[src/pvd_pkg.sv]
// shared types, constants and the factorial table for the polynomial value and
// derivatives block; used by the channel interfaces and the top level
`default_nettype none

package pvd_pkg;

	localparam int DEGREE    = 7;
	localparam int FRAC_BITS = 16;
	localparam int NUM_REGS  = 8;
	localparam int DATA_W    = 32;
	localparam int ORDER_W   = 3;
	localparam int ADDR_W    = 5;
	localparam int IDX_W     = (DEGREE < 2) ? 1 : $clog2(DEGREE + 1);
	localparam int FACT_W    = 13;

	// round half up before the fractional shift, none for integer format
	localparam logic signed [63:0] RND = (64'sd1 <<< FRAC_BITS) >>> 1;
	localparam logic signed [63:0] SAT_MAX = 64'sd2147483647;
	localparam logic signed [63:0] SAT_MIN = -64'sd2147483648;

	typedef logic signed [DATA_W-1:0] word_t;
	typedef logic [IDX_W-1:0]         idx_t;
	typedef logic [ORDER_W-1:0]       order_t;

	function automatic logic [FACT_W-1:0] fact(input logic [ORDER_W-1:0] k);
		logic [FACT_W-1:0] f;
		case (k)
			3'd0:    f = 13'd1;
			3'd1:    f = 13'd1;
			3'd2:    f = 13'd2;
			3'd3:    f = 13'd6;
			3'd4:    f = 13'd24;
			3'd5:    f = 13'd120;
			3'd6:    f = 13'd720;
			3'd7:    f = 13'd5040;
			default: f = 13'd1;
		endcase
		return f;
	endfunction

endpackage

`default_nettype wire

[src/pvd_point_if.sv]
// channel interfaces: evaluation point in, value and derivative items out
// depends on pvd_pkg
`default_nettype none

interface pvd_point_if;
	logic          valid;
	logic          ready;
	pvd_pkg::word_t point;

	modport source (output valid, output point, input ready);
	modport sink (input valid, input point, output ready);
endinterface

interface pvd_result_if;
	logic            valid;
	logic            ready;
	pvd_pkg::order_t order;
	pvd_pkg::word_t  amount;
	logic            saturated;
	logic            last;

	modport source (output valid, output order, output amount, output saturated,
		output last, input ready);
	modport sink (input valid, input order, input amount, input saturated,
		input last, output ready);
endinterface

`default_nettype wire

[src/polynomial_value_and_derivatives.sv]
// polynomial value and derivatives by repeated synthetic division, one shared
// 32x32 multiplier and one 64-bit add/clamp stage under a small sequencer.
// each of the DEGREE*(DEGREE+1)/2 division steps is a multiply then an add state,
// each of the DEGREE+1 scalings by k! likewise, its add state waiting for a free
// output slot; a new point is taken only in idle, once the last result is
// registered. reset clears the coefficients to zero and the sequencer.
`default_nettype none

module polynomial_value_and_derivatives (
	input  wire                               clk,
	input  wire                               arst_n,
	pvd_point_if.sink                         sample,
	pvd_result_if.source                      result,
	input  wire                               psel,
	input  wire                               penable,
	input  wire                               pwrite,
	input  wire  [pvd_pkg::ADDR_W-1:0]        paddr,
	input  wire  [pvd_pkg::DATA_W-1:0]        pwdata,
	output logic [pvd_pkg::DATA_W-1:0]        prdata,
	output logic                              pready
);

	typedef enum logic [2:0] {
		ST_IDLE,
		ST_MUL,
		ST_ADD,
		ST_SMUL,
		ST_SADD
	} state_t;

	state_t state_q;

	pvd_pkg::word_t coef_q [pvd_pkg::NUM_REGS];
	pvd_pkg::word_t w_q [pvd_pkg::DEGREE + 1];
	logic           stk_q [pvd_pkg::DEGREE + 1];
	pvd_pkg::word_t x_q;
	pvd_pkg::word_t prev_q;
	logic           prev_stk_q;
	logic signed [63:0] prod_q;

	pvd_pkg::idx_t i_q, j_q, k_q;

	logic             res_valid_q;
	pvd_pkg::order_t  res_order_q;
	pvd_pkg::word_t   res_amount_q;
	logic             res_sat_q;
	logic             res_last_q;

	logic               wr_en;
	logic [pvd_pkg::ORDER_W-1:0] rd_idx;
	pvd_pkg::idx_t      rd_addr;
	pvd_pkg::word_t     rd_word;
	logic               rd_stk;
	pvd_pkg::word_t     mul_a, mul_b;
	logic signed [63:0] prod_d;
	logic signed [63:0] scaled;
	logic signed [63:0] sum;
	pvd_pkg::word_t     clamped;
	logic               clip;
	logic               slot_free;

	// configuration port
	assign pready = 1'b1;
	assign wr_en  = psel && penable && pwrite;
	assign prdata = coef_q[paddr[pvd_pkg::ADDR_W-1:2]];

	always_ff @(posedge clk or negedge arst_n) begin
		if (!arst_n) begin
			for (int r = 0; r < pvd_pkg::NUM_REGS; r++) begin
				coef_q[r] <= '0;
			end
		end else if (wr_en) begin
			coef_q[paddr[pvd_pkg::ADDR_W-1:2]] <= pwdata;
		end
	end

	// shared datapath
	assign rd_addr = (state_q == ST_ADD) ? j_q : pvd_pkg::idx_t'(pvd_pkg::DEGREE) - k_q;
	assign rd_word = w_q[rd_addr];
	assign rd_stk  = stk_q[rd_addr];
	assign rd_idx  = pvd_pkg::ORDER_W'(k_q);

	assign mul_a  = (state_q == ST_MUL) ? prev_q : rd_word;
	assign mul_b  = (state_q == ST_MUL) ? x_q
		: pvd_pkg::word_t'(pvd_pkg::fact(rd_idx));
	assign prod_d = 64'(mul_a) * 64'(mul_b);

	// division step rounds and adds w[j]; scaling passes the exact product
	assign scaled = (state_q == ST_ADD) ? ((prod_q + pvd_pkg::RND) >>> pvd_pkg::FRAC_BITS)
		: prod_q;
	assign sum    = (state_q == ST_ADD) ? scaled + 64'(rd_word) : scaled;

	always_comb begin
		clip    = 1'b0;
		clamped = pvd_pkg::word_t'(sum);
		if (sum > pvd_pkg::SAT_MAX) begin
			clip    = 1'b1;
			clamped = pvd_pkg::word_t'(pvd_pkg::SAT_MAX);
		end else if (sum < pvd_pkg::SAT_MIN) begin
			clip    = 1'b1;
			clamped = pvd_pkg::word_t'(pvd_pkg::SAT_MIN);
		end
	end

	assign slot_free    = !res_valid_q || result.ready;
	assign sample.ready = (state_q == ST_IDLE);

	// working values and product, no reset needed
	always_ff @(posedge clk) begin
		if (state_q == ST_IDLE && sample.valid) begin
			for (int r = 0; r <= pvd_pkg::DEGREE; r++) begin
				w_q[r]   <= coef_q[r];
				stk_q[r] <= 1'b0;
			end
			x_q        <= sample.point;
			prev_q     <= coef_q[0];
			prev_stk_q <= 1'b0;
		end
		if (state_q == ST_MUL || state_q == ST_SMUL) begin
			prod_q <= prod_d;
		end
		if (state_q == ST_ADD) begin
			w_q[j_q]   <= clamped;
			stk_q[j_q] <= rd_stk || prev_stk_q || clip;
			if (j_q == i_q) begin
				// next pass restarts from the leading coefficient
				prev_q     <= w_q[0];
				prev_stk_q <= stk_q[0];
			end else begin
				prev_q     <= clamped;
				prev_stk_q <= rd_stk || prev_stk_q || clip;
			end
		end
	end

	// sequencer and output register
	always_ff @(posedge clk or negedge arst_n) begin
		if (!arst_n) begin
			state_q      <= ST_IDLE;
			i_q          <= '0;
			j_q          <= '0;
			k_q          <= '0;
			res_valid_q  <= 1'b0;
			res_order_q  <= '0;
			res_amount_q <= '0;
			res_sat_q    <= 1'b0;
			res_last_q   <= 1'b0;
		end else begin
			if (state_q == ST_SADD && slot_free) begin
				res_valid_q <= 1'b1;
			end else if (result.ready) begin
				res_valid_q <= 1'b0;
			end
			case (state_q)
				ST_IDLE: begin
					if (sample.valid) begin
						i_q     <= pvd_pkg::idx_t'(pvd_pkg::DEGREE);
						j_q     <= pvd_pkg::idx_t'(1);
						k_q     <= '0;
						state_q <= ST_MUL;
					end
				end
				ST_MUL: begin
					state_q <= ST_ADD;
				end
				ST_ADD: begin
					if (j_q != i_q) begin
						j_q     <= j_q + pvd_pkg::idx_t'(1);
						state_q <= ST_MUL;
					end else if (i_q != pvd_pkg::idx_t'(1)) begin
						i_q     <= i_q - pvd_pkg::idx_t'(1);
						j_q     <= pvd_pkg::idx_t'(1);
						state_q <= ST_MUL;
					end else begin
						k_q     <= '0;
						state_q <= ST_SMUL;
					end
				end
				ST_SMUL: begin
					state_q <= ST_SADD;
				end
				ST_SADD: begin
					if (slot_free) begin
						res_order_q  <= rd_idx;
						res_amount_q <= clamped;
						res_sat_q    <= rd_stk || clip;
						res_last_q   <= (k_q == pvd_pkg::idx_t'(pvd_pkg::DEGREE));
						if (k_q == pvd_pkg::idx_t'(pvd_pkg::DEGREE)) begin
							state_q <= ST_IDLE;
						end else begin
							k_q     <= k_q + pvd_pkg::idx_t'(1);
							state_q <= ST_SMUL;
						end
					end
				end
				default: begin
					state_q <= ST_IDLE;
				end
			endcase
		end
	end

	assign result.valid     = res_valid_q;
	assign result.order     = res_order_q;
	assign result.amount    = res_amount_q;
	assign result.saturated = res_sat_q;
	assign result.last      = res_last_q;

endmodule

`default_nettype wire
[src/flat_wrapper.sv]
// flat-port wrapper written by rule: the top's interface ports become plain ports
module polynomial_value_and_derivatives_flat 
  (clk, arst_n, psel, penable, pwrite, paddr, pwdata, prdata, pready, sample_valid, sample_point, sample_ready, result_valid, result_order, result_amount, result_saturated, result_last, result_ready);
  pvd_point_if sample_i ();
  pvd_result_if result_i ();
  input  wire clk;
  input  wire arst_n;
  input  wire psel;
  input  wire penable;
  input  wire pwrite;
  input  wire  [pvd_pkg::ADDR_W-1:0] paddr;
  input  wire  [pvd_pkg::DATA_W-1:0] pwdata;
  output logic [pvd_pkg::DATA_W-1:0] prdata;
  output logic pready;
  input wire logic [$bits(sample_i.valid)-1:0] sample_valid;
  input wire logic [$bits(sample_i.point)-1:0] sample_point;
  output wire logic [$bits(sample_i.ready)-1:0] sample_ready;
  output wire logic [$bits(result_i.valid)-1:0] result_valid;
  output wire logic [$bits(result_i.order)-1:0] result_order;
  output wire logic [$bits(result_i.amount)-1:0] result_amount;
  output wire logic [$bits(result_i.saturated)-1:0] result_saturated;
  output wire logic [$bits(result_i.last)-1:0] result_last;
  input wire logic [$bits(result_i.ready)-1:0] result_ready;
  assign sample_i.valid = sample_valid;
  assign sample_i.point = sample_point;
  assign sample_ready = sample_i.ready;
  assign result_valid = result_i.valid;
  assign result_order = result_i.order;
  assign result_amount = result_i.amount;
  assign result_saturated = result_i.saturated;
  assign result_last = result_i.last;
  assign result_i.ready = result_ready;
  polynomial_value_and_derivatives u_core (.clk(clk), .arst_n(arst_n), .sample(sample_i), .result(result_i), .psel(psel), .penable(penable), .pwrite(pwrite), .paddr(paddr), .pwdata(pwdata), .prdata(prdata), .pready(pready));
endmodule
[config.mk]
export PLATFORM = sky130hd
export DESIGN_NAME = polynomial_value_and_derivatives_flat
export DESIGN_NICKNAME = d
export VERILOG_FILES = /design/src/pvd_pkg.sv /design/src/pvd_point_if.sv /design/src/polynomial_value_and_derivatives.sv /design/src/flat_wrapper.sv
export SDC_FILE = /design/constraint.sdc
export NUM_CORES = 2
export LEC_CHECK = 0
export BUFFER_PORTS_ARGS = -buffer_cell sky130_fd_sc_hd__buf_4
export CORE_MARGIN = 2
export CORE_UTILIZATION = 30
export DETAILED_ROUTE_END_ITERATION = 12
export HOLD_SLACK_MARGIN = 0.05
export PLACE_DENSITY_LB_ADDON = 0.3
export SETUP_SLACK_MARGIN = 0.1
export SYNTH_ARGS = -nofsm -noshare
export SYNTH_HDL_FRONTEND = slang
export SYNTH_SLANG_ARGS = --single-unit
[constraint.sdc]
create_clock -name clk -period 13.6 [get_ports clk]
set_input_delay 0.68 -clock clk [delete_from_list [all_inputs] [get_ports clk]]
set_output_delay 0.68 -clock clk [all_outputs]
set_load 0.02 [all_outputs]
# [Word level (Yosys, flattened, before mapping)]
# Memory sizes are Yosys's and may differ from the RTL's.
# Cells that the tools add are included.
# Widths: inputs -> output; s select.
[classes] n_lt_le_gt_ge=4 n_eq_ne=15 bitwise_logic=1 mux=52 reduce_logical=23 addsub=6 multipliers=1
[ops] op="$mux 32" n=11
[ops] op="$bwmux 256" n=1
[ops] op="$mux 64" n=2
[ops] op="$bmux 32 s3" n=1
[ops] op="$demux 32 s3" n=1
[ops] op="$add 64x17->64 const B" n=1
[ops] op="$add 64x32->64" n=1
[ops] op="$gt 64x32->1 const B" n=1
[ops] op="$lt 64x32->1 const B" n=1
[ops] op="$mul 32x32->64" n=1
[ops] op="$mux 3" n=16
[ops] op="$reduce_or 32->1" n=1
[ops] op="$pmux 3 s5" n=1
[ops] op="$mux 1" n=14
[ops] op="$pmux 3 s2" n=2
[ops] op="$ne 2x2->1 const B" n=5
[ops] op="$pmux 3 s3" n=1
[ops] op="$add 3x1->3 const B" n=2
[ops] op="$eq 3x2->1 const B" n=2
[ops] op="$eq 3x3->1 const B" n=2
[ops] op="$reduce_and 6->1" n=1
[ops] op="$reduce_bool 2->1" n=3
[ops] op="$logic_and 1x1->1" n=5
[ops] op="$logic_or 1x1->1" n=5
[ops] op="19 further kinds" n=21
[totals] wordCells=126 ram_bits=264 mem_count=3 rom_bits=88 output_inout_bits=72 regBits=435
[mem_list] memory="u_core.w_q" depth=8 word_bits=32 rd=2 rd_ports_with_merged_regs=0 wr=8 line_no="polynomial_value_and_derivatives.sv:34" source="pvd_pkg::word_t w_q [pvd_pkg::DEGREE + 1];"
[mem_list] memory="(no name shown)" depth=8 word_bits=11 rd=1 rd_ports_with_merged_regs=0 wr=0 line_no="pvd_pkg.sv:27" source="case (k)"
[mem_list] memory="u_core.stk_q" depth=8 word_bits=1 rd=2 rd_ports_with_merged_regs=0 wr=8 line_no="polynomial_value_and_derivatives.sv:35" source="logic stk_q [pvd_pkg::DEGREE + 1];"

# [Longest topological paths before layout]
# An unclocked memory read counts as a cell.
[depth] word_depth=11 depth_mapped=46

# [Least setup slack after synthesis]
# OpenSTA, ideal clock, no wires.
[synth_path] path_type="register -> register" from="register u_core.state_q[2]" to="register u_core.prod_q[62] (data pin)" arrival_time_ns=12.421 setup_slack_ns=0.922 stages_incl_launch_ff=40 setup_time_ns=0.258 synth_period_minus_slack_ns=12.678 n_path_buf=5 required_time_ns=13.342 cell_sequence="dfrtp_1 > buf_2 > nor2b_1 > nor2b_1 > clkbuf_1 > buf_1 > clkbuf_1 > and2_1 > clkbuf_1 > nand2_1 > fa_1 > inv_1 > fa_1 > inv_1 > fa_1 > fa_1 > inv_1 > fa_1 > [4 not listed] > inv_1 > ha_1 > a21o_1 > a21o_1 > a21o_1 > a21oi_1 > inv_1 > a21oi_1 > and4b_1 > o31ai_1 > a32oi_1 > o21ai_0 > a211oi_1 > o31ai_1 > or4_1 > a31o_2 > a21oi_1 > xnor2_1"
[synth_via] elab_chain_cells=5
[synth_lines] item="start: declaration" line_no="polynomial_value_and_derivatives.sv:31" source="state_t state_q;"
[synth_lines] item="start signal: assignment" line_no="polynomial_value_and_derivatives.sv:139" source="state_q <= ST_IDLE;"
[synth_lines] item="start signal: assignment" line_no="polynomial_value_and_derivatives.sv:160" source="state_q <= ST_MUL;"
[synth_lines] item="start signal: assignment" line_no="polynomial_value_and_derivatives.sv:164" source="state_q <= ST_ADD;"
[synth_lines] item="$eq 3x2->1" line_no="polynomial_value_and_derivatives.sv:78" source="assign rd_addr = (state_q == ST_ADD) ? j_q : pvd_pkg::idx_t'(pvd_pkg::DEGREE) - k_q;"
[synth_lines] item="$mux 3" line_no="polynomial_value_and_derivatives.sv:78"
[synth_lines] item="$mem_v2 8x32"
[synth_lines] item="$mux 32" line_no="polynomial_value_and_derivatives.sv:83" source="assign mul_a = (state_q == ST_MUL) ? prev_q : rd_word;"
[synth_lines] item="$mul 32x32->64 *" line_no="polynomial_value_and_derivatives.sv:86" source="assign prod_d = 64'(mul_a) * 64'(mul_b);"
[synth_lines] item="via u_core.prod_d[62]" line_no="polynomial_value_and_derivatives.sv:55" source="logic signed [63:0] prod_d;"
[synth_lines] item="end signal: assignment" line_no="polynomial_value_and_derivatives.sv:120" source="prod_q <= prod_d;"
[synth_lines] item="end: declaration" line_no="polynomial_value_and_derivatives.sv:39" source="logic signed [63:0] prod_q;"
# Mark *: on every way through the listed nets, which the timed path passes. The rest lies on a longest branch.
# A chain may end at the register's enable or synchronous reset.

# [Worst setup path in the final report]
[layout_path] from="register u_core.state_q[1]" to="register u_core.prod_q[62] (data pin)"
# The elaborated chain is that of the path after synthesis.

==> results.py <==
metrics = {
    "cells_and_area": {
        "syn_to_final_growth_pct": 10.3,
        "drive_above_1_share_pct": 10.8,
        "nets": 9113,
    },
    "floorplan": {
        "num_io_pins": 148,
        "rows": 182,
        "die_w_um": 502,
        "die_area_sq_mm": 0.252,
        "die_h_um": 502,
        "core_area_sq_mm": 0.246,
        "start_util_pct": 30.2,
    },
    "timing": {
        "finalHoldViolations": 0,
        "fin_skew_ps": 89.3,
        "worstMarginPinSlew_ps": 1350,
        "holdWs_ps": 15.9,
        "fin_tns_setup_ps": 0,
        "fin_crit_sh_pct": 92.9,
        "fmax_ghz": 0.0792,
        "relSlewSlack_pct": 10.3,
        "finalCriticalPeriod_ps": 12630,
        "slew_viol_final": 0,
        "rsz0062_at_grt": "false",
        "setup_viol": 0,
    },
    "logic_synthesis": {
        "ys_types": 101,
        "yosysSeqAreaShare_pct": 26.1,
        "ys_top_cells_by_area": "fa_1 (29%), edfxtp_1 (16%), dfrtp_1 (10%), nand2_1 (6.1%), inv_1 (5.3%)",
        "synth-async-reset-ratio_pct": 43.8,
        "yosysTopAreaCell": "fa_1",
        "postSynthCellCount": 7803,
        "synthFlopType": "edfxtp_1",
        "syn_area_sq_mm": 0.0744,
        "synthesis.nets": 9212,
        "synth_area_per_cell_sq_um": 9.54,
        "synth_edf_count": 393,
        "synth_top_area_share_pct": 29.1,
        "synthMostInstantiatedCell": "nand2_1",
        "ys_seq_elements": 699,
        "synth_common_cells": "nand2_1 (1,210), fa_1 (1,082), inv_1 (1,053)",
        "ys_warn_count": 0,
    },
    "critical_path": {
        "crit_type": "reg2reg",
        "cp.required_ps": 14060,
        "cp-endpoint": "u_core.prod_q[62]",
        "timing.rr.start": "u_core.state_q[1]",
        "r2r_cells": 42,
        "startpoint": "u_core.state_q[1]",
        "worst_setup_path_end_kind": "flip-flop",
        "cp_slowest_cell": "o21ai_0",
        "crit_path_max_incr_delay_ps": 940,
        "cp-start-kind": "flip-flop",
        "reg2reg_slack_ps": 970,
        "crit-reg2reg-capture": "u_core.prod_q[62]",
        "cp_max_fo": 40,
        "worst_ep_arrival_time_ps": 13090,
    },
    "clocking": {
        "ctsHoldBuffers": 0,
        "htree_levels": 3,
        "ctsResizeCount": 0,
        "clkTransAtPathRegs_ps": 60,
        "cts_buffers": 82,
        "root_buffer": "clkbuf_16",
        "clkSinkCount": 699,
        "cts_buffer_depth": 3,
        "cts_tree": "built",
        "cts_setup_buffers": 0,
        "clk_latency_ps": 740,
    },
    "routing": {
        "via_per_inst": 5.18,
        "via_count": 57484,
        "drcViolationCount": 0,
        "routed_wl_um": 263000,
        "firstDrtPassIters": 5,
        "ant_nets": 0,
        "wl_per_cell_um": 23.7,
        "drt_iter0_markers": 5415,
    },
    "grt": {
        "grt_pass1_wl_um": 395000,
        "grt_pass1_vias": 59620,
        "antenna_found_initial": 13,
        "grt_overflow": 0,
        "grt_max_degree": 148,
        "track_usage_pct": 20.9,
    },
    "min_path": {
        "min_path_type": "in2async",
    },
    "placement": {
        "dpl.hpwl_um": 198000,
        "port_buffers": 144,
        "gp_congestion": 0.912,
    },
    "job": {
        "maxCapViolations": 0,
    },
    "outcome": {
        "status": "finished, final reports clean",
    },
}
[worst max-delay path, delay by kind of cell (launching register included)]
kind	cells	cell delay, ps
AOI/OAI and AO/OA	13	3530
xor gates and xnor gates	1	140
adders and majority gates	9	3940
buffers and inverters	9	1440
DFF	1	590
muxes	1	800
and+or+nand+nor	9	1920
[flip-flops by register name, summed over array words and instances, names as in the netlist]
signal and flops:
u_core.result.last 1, u_core.stk_q 8, u_core.state_q 3, u_core.coef_q 256, u_core.result.valid 1, u_core.x_q 32, u_core.prev_stk_q 1, u_core.j_q 3
u_core.i_q 3, u_core.result.saturated 1, u_core.result.order 3, u_core.prod_q 64, u_core.prev_q 32, u_core.w_q 256, u_core.result.amount 32, u_core.k_q 3
[layout make-up]
| cell class | instances | area [sq um] |
|---|---|---|
| repair buffers | 305 | 2370 |
| clock inverters | 40 | 537 |
| diodes | 2 | 5.00 |
| fillers | 25434 | 164000 |
| clock buffers | 113 | 2240 |
| flip-flops and latches | 699 | 19500 |
| multi-input cells | 5563 | 49400 |
| well taps | 3312 | 4140 |
| inverters | 1053 | 3950 |
[cell usage in the layout, fill, tap and decap left out, types with 13 or more instances in the layout]
master | synthesis | layout
nand2_1 | 1210 | 1201
fa_1 | 1082 | 1082
inv_1 | 1053 | 1052
nor2_1 | 454 | 445
edfxtp_1 | 393 | 393
and3_1 | 353 | 353
dfrtp_1 | 306 | 306
buf_4 | 4 | 298
o21ai_0 | 280 | 277
mux2_2 | 271 | 271
a21oi_1 | 261 | 258
ha_1 | 251 | 251
nand3_1 | 150 | 146
o21ai_1 | 137 | 136
a22oi_1 | 128 | 128
a21o_1 | 101 | 101
xnor2_1 | 101 | 101
clkbuf_16 | 0 | 82
nand4_1 | 73 | 73
xor2_1 | 61 | 61
nand2b_1 | 57 | 56
and2_1 | 52 | 52
o21bai_1 | 47 | 47
or3_1 | 46 | 46
nor3_1 | 39 | 37
o21a_1 | 33 | 33
nor2b_1 | 32 | 30
or2_2 | 28 | 28
clkbuf_1 | 442 | 24
mux2i_1 | 26 | 23
o211ai_1 | 22 | 22
a21oi_4 | 21 | 21
o22a_1 | 20 | 20
a31oi_1 | 19 | 19
a31o_2 | 18 | 18
o31ai_1 | 18 | 16
a311oi_1 | 13 | 13
[stage by stage]
stage | cells | instance area (sq um) | util (%) | setup slack [ps]
3_3_place_gp | 10932 | 79300 | 32.2 | 1080
6_report | 11087 | 82100 | 33.3 | 967
3_5_place_dp | 10932 | 79300 | 32.2 | 1100
4_1_cts | 11085 | 82100 | 33.3 | 1080
2_1_floorplan | 7803 | 74400 | - | 922
5_1_grt | 11085 | 82100 | 33.3 | 377
[worst min-delay path by stage]
stage / from / end
floorplan: arst_n / u_core.coef_q[0]
global placement: u_core.result.amount[9] / u_core.result.amount[9]
detailed placement: u_core.result.amount[22] / u_core.result.amount[22]
CTS: arst_n / u_core.coef_q[55]
global route: arst_n / u_core.coef_q[55]
finish: arst_n / u_core.coef_q[55]
[routing by layer]
metal	global-route usage, %	vias up	wire length [um]
met5	0	-	67
met4	6.06	14	7920
li1	-	25293	-
met1	29.1	29553	115000
met3	3.77	363	21000
met2	33.1	2261	119000
[cells by family (layout without fill, tap and decap cells)]
family	Yosys count	count (layout)	synth area share, %
muxes	297	297	4.45
adders and majority gates	1335	1335	33.4
AOI/OAI and AO/OA	1217	1217	10.6
buffers and inverters	1541	1511	7.86
other	1	3	0.00504
and+or+nand+nor	2551	2551	15.7
DFF	699	699	26.1
xor gates and xnor gates	162	162	1.91
Power is not shown: default switching activity piles up to over one toggle a cycle in this logic, so the estimate is an artifact.
